File: config.mk
export PLATFORM = sky130hd
export DESIGN_NAME = tone_effect_music_sequencer_flat
export DESIGN_NICKNAME = d
export VERILOG_FILES = /design/src/rtl/core/tems_pkg.sv /design/src/rtl/core/tems_chan_if.sv /design/src/rtl/core/tone_effect_music_sequencer.sv /design/src/flat_wrapper.sv
export SDC_FILE = /design/constraint.sdc
export NUM_CORES = 1
export LEC_CHECK = 0
export ABC_AREA = 1
export BUFFER_PORTS_ARGS = -buffer_cell sky130_fd_sc_hd__clkbuf_2
export CORE_ASPECT_RATIO = 1.5
export CORE_UTILIZATION = 68
export CTS_BUF_LIST = sky130_fd_sc_hd__clkbuf_4 sky130_fd_sc_hd__clkbuf_8 sky130_fd_sc_hd__clkbuf_16
export CTS_CLUSTER_DIAMETER = 40
export DETAILED_ROUTE_END_ITERATION = 10
export PLACE_DENSITY = 0.88
export SLEW_MARGIN = 10
export SYNTH_ARGS = -nofsm -noshare
export SYNTH_HDL_FRONTEND = slang
export SYNTH_SLANG_ARGS = --single-unit
File: constraint.sdc
create_clock -name clk -period 10 [get_ports clk]
set_clock_uncertainty 0.15 [all_clocks]
set_input_delay 0.5 -clock clk [delete_from_list [all_inputs] [get_ports clk]]
set_output_delay 0.5 -clock clk [all_outputs]
set_load 0.005 [all_outputs]
File: src/rtl/core/tems_pkg.sv
// Shared types, constants and tone tables of the tone and effect sequencer.
package tems_pkg;

	localparam int CMD_W      = 2;
	localparam int NOW_W      = 32;
	localparam int EFF_W      = 3;
	localparam int FREQ_W     = 11;
	localparam int DUR_W      = 8;
	localparam int EFFECT_NUM = 6;

	localparam int MELODY_STEPS_DEF = 32;
	localparam int TIME_BITS_DEF    = 32;

	typedef enum logic [CMD_W-1:0] {
		CMD_TICK    = 2'd0,
		CMD_TRIGGER = 2'd1,
		CMD_MUTE    = 2'd2,
		CMD_RESTART = 2'd3
	} cmd_t;

	typedef struct packed {
		logic [CMD_W-1:0] cmd;
		logic [NOW_W-1:0] now_ms;
		logic [EFF_W-1:0] effect_id;
		logic             music_halted;
	} in_word_t;

	typedef struct packed {
		logic [FREQ_W-1:0] tone_freq;
		logic              tone_changed;
		logic              speaker_off;
	} out_word_t;

	typedef struct packed {
		logic [FREQ_W-1:0] hz;
		logic [DUR_W-1:0]  ms;
	} tone_step_t;

	// Melody: every odd step is a short rest, every even step a note.
	function automatic tone_step_t melody_step_rom(input logic [4:0] idx);
		tone_step_t r;
		r.ms = 8'd120;
		case (idx[4:1])
			4'd0:    r.hz = 11'd165;
			4'd1:    r.hz = 11'd196;
			4'd2:    r.hz = 11'd247;
			4'd3:    r.hz = 11'd330;
			4'd4:    r.hz = 11'd262;
			4'd5:    r.hz = 11'd330;
			4'd6:    r.hz = 11'd392;
			4'd7:    r.hz = 11'd523;
			4'd8:    r.hz = 11'd196;
			4'd9:    r.hz = 11'd247;
			4'd10:   r.hz = 11'd294;
			4'd11:   r.hz = 11'd392;
			4'd12:   r.hz = 11'd147;
			4'd13:   r.hz = 11'd185;
			4'd14:   r.hz = 11'd220;
			default: r.hz = 11'd294;
		endcase
		if (idx[0]) begin
			r.hz = '0;
			r.ms = 8'd35;
		end
		return r;
	endfunction

	function automatic tone_step_t effect_step_rom(input logic [EFF_W-1:0] sel,
		input logic [1:0] st);
		tone_step_t r;
		case ({sel, st})
			{3'd0, 2'd0}: r = '{hz: 11'd659,  ms: 8'd70};
			{3'd0, 2'd1}: r = '{hz: 11'd988,  ms: 8'd90};
			{3'd1, 2'd0}: r = '{hz: 11'd784,  ms: 8'd60};
			{3'd1, 2'd1}: r = '{hz: 11'd988,  ms: 8'd60};
			{3'd2, 2'd0}: r = '{hz: 11'd123,  ms: 8'd55};
			{3'd3, 2'd0}: r = '{hz: 11'd110,  ms: 8'd80};
			{3'd3, 2'd1}: r = '{hz: 11'd82,   ms: 8'd80};
			{3'd3, 2'd2}: r = '{hz: 11'd55,   ms: 8'd110};
			{3'd4, 2'd0}: r = '{hz: 11'd196,  ms: 8'd120};
			{3'd4, 2'd1}: r = '{hz: 11'd147,  ms: 8'd140};
			{3'd4, 2'd2}: r = '{hz: 11'd98,   ms: 8'd180};
			{3'd5, 2'd0}: r = '{hz: 11'd523,  ms: 8'd90};
			{3'd5, 2'd1}: r = '{hz: 11'd659,  ms: 8'd90};
			{3'd5, 2'd2}: r = '{hz: 11'd784,  ms: 8'd90};
			{3'd5, 2'd3}: r = '{hz: 11'd1047, ms: 8'd150};
			default:      r = '{hz: 11'd0,    ms: 8'd0};
		endcase
		return r;
	endfunction

	function automatic logic [2:0] effect_len(input logic [EFF_W-1:0] sel);
		logic [2:0] n;
		case (sel)
			3'd0:    n = 3'd2;
			3'd1:    n = 3'd2;
			3'd2:    n = 3'd1;
			3'd3:    n = 3'd3;
			3'd4:    n = 3'd3;
			3'd5:    n = 3'd4;
			default: n = 3'd0;
		endcase
		return n;
	endfunction

endpackage

File: src/rtl/core/tems_chan_if.sv
// Valid/ready channel interface that carries one word of type T.
interface tems_chan_if #(
	parameter type T = logic
) ();
	logic valid;
	logic ready;
	T     data;

	modport source (output valid, output data, input ready);
	modport sink   (input valid, input data, output ready);
endinterface

File: src/rtl/core/tone_effect_music_sequencer.sv
// A word accepted into the input register is decoded and applied to the sequencer state in
// one pass between the two registers, and reaches the result register once that register is
// empty or its result is taken. Throughput: one word per cycle while rsp.ready stays high;
// the input register can take a new word while a result waits, and holds it until that
// result is taken. Reset (arst_n low, asynchronous) turns sound on, stops any effect, rewinds
// the melody and silences the speaker; both pipeline registers come up empty.
module tone_effect_music_sequencer #(
	parameter int MELODY_STEPS = tems_pkg::MELODY_STEPS_DEF,
	parameter int TIME_BITS    = tems_pkg::TIME_BITS_DEF
) (
	input  logic        clk,
	input  logic        arst_n,
	tems_chan_if.sink   req,
	tems_chan_if.source rsp
);
	import tems_pkg::*;

	localparam int STEP_W = (MELODY_STEPS > 1) ? $clog2(MELODY_STEPS) : 1;
	localparam int EXT_W  = (STEP_W > 5) ? STEP_W : 5;
	localparam logic [STEP_W-1:0] LAST_STEP = STEP_W'(MELODY_STEPS - 1);

	// Input register.
	in_word_t req_s1;
	logic     valid_s1;

	// Result register.
	out_word_t rsp_data_q;
	logic      rsp_valid_q;

	// Sequencer state.
	logic                 sound_on_q;
	logic                 effect_busy_q;
	logic [EFF_W-1:0]     effect_sel_q;
	logic [1:0]           effect_step_q;
	logic                 step_running_q;
	logic [TIME_BITS-1:0] step_start_q;
	logic [STEP_W-1:0]    melody_step_q;
	logic [FREQ_W-1:0]    tone_q;

	logic                 sound_on_n;
	logic                 effect_busy_n;
	logic [EFF_W-1:0]     effect_sel_n;
	logic [1:0]           effect_step_n;
	logic                 step_running_n;
	logic [TIME_BITS-1:0] step_start_n;
	logic [STEP_W-1:0]    melody_step_n;
	logic [FREQ_W-1:0]    tone_n;
	logic                 off_n;

	logic                 advance;
	logic                 req_take;
	logic [TIME_BITS-1:0] now_t;
	logic [TIME_BITS-1:0] elapsed;
	tone_step_t           eff_cur;
	tone_step_t           eff_nxt;
	tone_step_t           mel_cur;
	tone_step_t           mel_nxt;
	logic [2:0]           eff_st_inc;
	logic [STEP_W-1:0]    mel_step_inc;
	logic [EXT_W-1:0]     mel_cur_ext;
	logic [EXT_W-1:0]     mel_nxt_ext;
	logic                 eff_done;
	logic                 mel_done;

	assign advance   = valid_s1 && (!rsp_valid_q || rsp.ready);
	assign req.ready = !valid_s1 || advance;
	assign req_take  = req.valid && req.ready;

	assign rsp.valid = rsp_valid_q;
	assign rsp.data  = rsp_data_q;

	assign now_t   = req_s1.now_ms[TIME_BITS-1:0];
	assign elapsed = now_t - step_start_q;

	// Effect step lookups: the running step and the one after it.
	assign eff_cur    = effect_step_rom(effect_sel_q, effect_step_q);
	assign eff_st_inc = {1'b0, effect_step_q} + 3'd1;
	assign eff_nxt    = effect_step_rom(effect_sel_q, eff_st_inc[1:0]);
	assign eff_done   = elapsed >= TIME_BITS'(eff_cur.ms);

	// The 32-entry melody table repeats when the melody is longer.
	assign mel_step_inc = (melody_step_q == LAST_STEP) ? '0 : melody_step_q + 1'b1;
	assign mel_cur_ext  = EXT_W'(melody_step_q);
	assign mel_nxt_ext  = EXT_W'(mel_step_inc);
	assign mel_cur      = melody_step_rom(mel_cur_ext[4:0]);
	assign mel_nxt      = melody_step_rom(mel_nxt_ext[4:0]);
	assign mel_done     = elapsed >= TIME_BITS'(mel_cur.ms);

	always_comb begin
		sound_on_n     = sound_on_q;
		effect_busy_n  = effect_busy_q;
		effect_sel_n   = effect_sel_q;
		effect_step_n  = effect_step_q;
		step_running_n = step_running_q;
		step_start_n   = step_start_q;
		melody_step_n  = melody_step_q;
		tone_n         = tone_q;
		off_n          = 1'b0;
		unique case (cmd_t'(req_s1.cmd))
			CMD_TICK: begin
				if (!sound_on_q) begin
					tone_n = '0;
				end else if (effect_busy_q) begin
					if (!step_running_q) begin
						step_running_n = 1'b1;
						step_start_n   = now_t;
						tone_n         = eff_cur.hz;
					end else if (eff_done) begin
						step_start_n = now_t;
						if (eff_st_inc >= effect_len(effect_sel_q)) begin
							effect_busy_n  = 1'b0;
							effect_step_n  = '0;
							step_running_n = 1'b0;
							tone_n         = '0;
						end else begin
							effect_step_n = eff_st_inc[1:0];
							tone_n        = eff_nxt.hz;
						end
					end
				end else if (req_s1.music_halted) begin
					tone_n = '0;
				end else if (!step_running_q) begin
					step_running_n = 1'b1;
					step_start_n   = now_t;
					tone_n         = mel_cur.hz;
				end else if (mel_done) begin
					melody_step_n = mel_step_inc;
					step_start_n  = now_t;
					tone_n        = mel_nxt.hz;
				end
			end
			CMD_TRIGGER: begin
				if (sound_on_q && req_s1.effect_id < EFF_W'(EFFECT_NUM)) begin
					effect_busy_n  = 1'b1;
					effect_sel_n   = req_s1.effect_id;
					effect_step_n  = '0;
					step_running_n = 1'b0;
				end
			end
			CMD_MUTE: begin
				sound_on_n     = !sound_on_q;
				effect_busy_n  = 1'b0;
				effect_sel_n   = '0;
				effect_step_n  = '0;
				step_running_n = 1'b0;
				melody_step_n  = '0;
				tone_n         = '0;
				off_n          = sound_on_q;
			end
			CMD_RESTART: begin
				// The start effect is queued right away when sound is on.
				effect_busy_n  = sound_on_q;
				effect_sel_n   = '0;
				effect_step_n  = '0;
				step_running_n = 1'b0;
				melody_step_n  = '0;
				tone_n         = '0;
			end
		endcase
	end

	always_ff @(posedge clk or negedge arst_n) begin
		if (!arst_n) begin
			valid_s1       <= 1'b0;
			rsp_valid_q    <= 1'b0;
			sound_on_q     <= 1'b1;
			effect_busy_q  <= 1'b0;
			effect_sel_q   <= '0;
			effect_step_q  <= '0;
			step_running_q <= 1'b0;
			step_start_q   <= '0;
			melody_step_q  <= '0;
			tone_q         <= '0;
		end else begin
			if (req_take) begin
				valid_s1 <= 1'b1;
			end else if (advance) begin
				valid_s1 <= 1'b0;
			end
			if (advance) begin
				rsp_valid_q    <= 1'b1;
				sound_on_q     <= sound_on_n;
				effect_busy_q  <= effect_busy_n;
				effect_sel_q   <= effect_sel_n;
				effect_step_q  <= effect_step_n;
				step_running_q <= step_running_n;
				step_start_q   <= step_start_n;
				melody_step_q  <= melody_step_n;
				tone_q         <= tone_n;
			end else if (rsp.ready) begin
				rsp_valid_q <= 1'b0;
			end
		end
	end

	always_ff @(posedge clk) begin
		if (req_take) begin
			req_s1 <= req.data;
		end
		if (advance) begin
			rsp_data_q.tone_freq    <= tone_n;
			rsp_data_q.tone_changed <= tone_n != tone_q;
			rsp_data_q.speaker_off  <= off_n;
		end
	end

endmodule

File: src/flat_wrapper.sv
// flat-port wrapper written by rule: the top's interface ports become plain ports
module tone_effect_music_sequencer_flat import tems_pkg::*;
#(
	parameter int MELODY_STEPS = tems_pkg::MELODY_STEPS_DEF,
	parameter int TIME_BITS    = tems_pkg::TIME_BITS_DEF
)
  (clk, arst_n, req_valid, req_data, req_ready, rsp_valid, rsp_data, rsp_ready);
  tems_chan_if #(.T(in_word_t)) req_i ();
  tems_chan_if #(.T(out_word_t)) rsp_i ();
  input  logic clk;
  input  logic arst_n;
  input wire logic [$bits(req_i.valid)-1:0] req_valid;
  input wire logic [$bits(req_i.data)-1:0] req_data;
  output wire logic [$bits(req_i.ready)-1:0] req_ready;
  output wire logic [$bits(rsp_i.valid)-1:0] rsp_valid;
  output wire logic [$bits(rsp_i.data)-1:0] rsp_data;
  input wire logic [$bits(rsp_i.ready)-1:0] rsp_ready;
  assign req_i.valid = req_valid;
  assign req_i.data = req_data;
  assign req_ready = req_i.ready;
  assign rsp_valid = rsp_i.valid;
  assign rsp_data = rsp_i.data;
  assign rsp_i.ready = rsp_ready;
  tone_effect_music_sequencer #(.MELODY_STEPS(MELODY_STEPS), .TIME_BITS(TIME_BITS)) u_core (.clk(clk), .arst_n(arst_n), .req(req_i), .rsp(rsp_i));
endmodule
==> results.cfg <==
[outcome]
status = complete, no violations

[worst_setup_path]
cp_data_required_time_ns = 10.09
crit_type = flip-flop to flip-flop
end_kind = flip-flop
cp_slowest_stage_delay_ns = 0.76
cp_common_cell = nand2_1
critPathLaunchType = flip-flop
worstPathMaxFanout = 63
path_cells = inv_1 > nor2_1 > inv_1 > nor2_1 > a31oi_1 > ha_1 > o21ai_0 > nand2_1 > nand2_1 > nand2_1 > nand2_1 > nand2_1 > nand2_1 > nand2_1 > nand2_1 > nand2_1 > nand2_1 > nand2_1 > nor2_2 > nand3_2 > o21ai_1 > o21ai_1 > nand3_2 > mux2_2
cpMaxStageDelayCell = nand3_2
arrival_ns = 5.52

[flow_run]
drv_cap = 0

[final_layout]
fin_nets = 1593
seqCellArea_mm2 = 0.00298
fin_cells = 1646
drive_above_1_share_pct = 8.02
fillers = 1098
antenna_cells = 0
multi_input_area_mm2 = 0.00538
area.growth.synth_to_final_pct = 6.64

[floorplanning]
design.core.area_mm2 = 0.0135
row_count = 52
dieArea_mm2 = 0.0144
die_w_um = 98.3
die_y_um = 147
start_util_pct = 70.0
io_pins = 57

[routing]
highest_layer = met4
ant_nets = 0
routed-wl-met3_um = 1160
wl_met1_um = 9070
drt_pass1_iterations = 8
wirelength_um = 25600
vias = 9385
dr_wl_met2_um = 13500
drt-wirelength-per-cell_um = 15.5
drc = 0
vias_per_cell = 5.70
drt_iter0_markers = 539

[pwr]
cellLeakagePower_nw = 5.32
p_per_area_mw_per_mm2 = 274
ir_drop_mv = 0.145

[synth]
yosysWarningCount = 0
ys_seq_elements = 109
postSynthCellCount = 1446
synthesis.area_mm2 = 0.00947
synth_cell_types = 48
async_flop_share_pct = 53.2
ys_seq_area_share_pct = 31.5
synth-edff-count = 51
synthesis.nets = 1560
yosysTopAreaCellShare_pct = 18.0
synth_area_leaders = nand2_1, edfxtp_1, dfrtp_1
ys.flop_type = dfrtp_1
syn_area_per_cell_um2 = 6.55
yosysTopAreaCell = nand2_1

[clock_network]
cts_root_buf = clkbuf_16
post_cts_buffers = 0
cts-resized-gates = 0
clockBufferDepth = 2
path_clk_slew_ns = 0.08
cts_made_buffers = 9
cts_sinks = 109
clk_latency_ns = 0.36
cts_hold_buf = 0
h-tree-depth = 3
cts_tree = yes

[sta]
clock.fmax_mhz = 184
min_period_ns = 5.43
slew_headroom_pct = 21.0
maxSlewViolCount = 0
period_share_pct = 54.3
tightest_slew_ns = 1.18
hold_violations = 0
setup_violations = 0
fin_setup_tns_ns = 0
rsz0062_at_grt = false

[global_route]
grt_max_degree = 64
gr-total-overflow = 0
grt_pass1_wl_um = 41700
grt_use_total_pct = 36.8
antenna_found_initial = 0
grt_pass1_vias = 9225

[placement]
hpwlAfterDp_um = 20000
io_buffers = 56
gp_congestion = 1.00
dp_cells = 1630

[worst_hold_path]
hold_class = input port to async pin
final timing paths:
kind | from | endpoint | slack (ns) | cells after the start
setup / recovery | u_core.effect_sel_q[2] | u_core.step_start_q[31] | 4.57 | 24
hold / removal | arst_n | u_core.mel_cur_ext[2] | 0.12 | 2
setup reg to reg | u_core.effect_sel_q[2] | u_core.step_start_q[31] | 4.57 | 24
hold reg to reg | u_core.step_start_q[0] | u_core.step_start_q[0] | 0.35 | 2
max in group asynchronous | arst_n | u_core.tone_q[4] | 8.96 | 2
min in group clk | req_data[6] | u_core.now_t[2] | 0.16 | 1
critical path: cells and delay by family (launching register included):
family / cells / cell delay (ns)
simple gates: 16 / 2.81
flops: 1 / 0.62
buf+inv: 2 / 0.58
compound gates: 4 / 0.44
mux: 1 / 0.42
fa+ha+maj: 1 / 0.28
cells in the final DEF (no fill, tap or decap), types with 5 or more instances in the layout:
cell and count:
inv_2 9, ha_1 71, clkbuf_16 9, nor3_1 10, inv_1 233, and2_1 5
clkinv_1 7, nor2_4 6, nor2_1 141, nand2_1 455, xor2_1 9, clkbuf_2 56
nand3_1 104, o22ai_1 6, o211ai_1 5, nor2_2 6, a31oi_1 5, a21oi_1 84
nand2_2 10, o21ai_0 63, edfxtp_1 51, o31ai_1 6, nand4_1 21, dfrtp_1 57
stage by stage:
stage          total power [mW]  hold WS, ns  worst slack [ns]  utilization, %  cell area, µm²
6_report                   2.76        0.120              4.57            74.6           10100
2_1_floorplan              1.96       0.0544              6.25               -            9470
4_1_cts                    2.73        0.159              4.63            74.6           10100
3_3_place_gp               2.33        0.321              4.73            72.5            9810
3_5_place_dp               2.37        0.328              4.64            72.5            9810
5_1_grt                    3.02        0.158              3.99            74.6           10100
power breakdown:
| group | switching (mW) | internal (mW) |
|---|---|---|
| logic | 1.16 | 0.580 |
| registers | 0.0801 | 0.588 |
| clock network | 0.182 | 0.174 |
| total | 1.42 | 1.34 |
Yosys cell counts (all sizes together) (6+ instances only):
library cell and count:
a21oi 86, clkinv 6, ha 71, nand4 21
o21ai 67, edfxtp 51, nand3 109, xor2 9
o22ai 6, nor3 12, o31ai 6, nor2 153
buf 14, nand2 465, dfrtp 57, inv 242
clkbuf 24
cell type report:
| cell class | count | share of cell area (%) |
|---|---|---|
| multi-input combinational | 1051 | 53.3 |
| sequential | 109 | 29.6 |
| inverter | 248 | 9.22 |
| timing repair buffer | 60 | 3.07 |
| clock buffer | 9 | 2.23 |
| tap | 162 | 2.01 |
| clock inverter | 7 | 0.595 |
kinds of logic after synthesis:
group,Yosys count,synth area share (%)
buffers and inverters,286,11.6
AOI/OAI and AO/OA,194,11.5
xor gates and xnor gates,13,1.20
and+or+nand+nor,771,34.4
adders and majority gates,72,9.60
DFF,109,31.5
muxes,1,0.119
flip-flops by register name, indices dropped and copies added (netlist names), 2 cells and up:
register and cells:
u_core.req_s1 6, u_core.tone_q 11, u_core.rsp.data 13, u_core.step_start_q 32, u_core.effect_step_q 2, u_core.now_t 32
u_core.effect_sel_q 3, u_core.mel_cur_ext 5
per-layer routing:
metal,GRT usage [%],up-vias
li1,-,4683
met1,36.9,4232
met2,68.8,348
met3,4.40,122
met4,27.1,0
met5,0,-
Power figures use the tool's default switching activity.
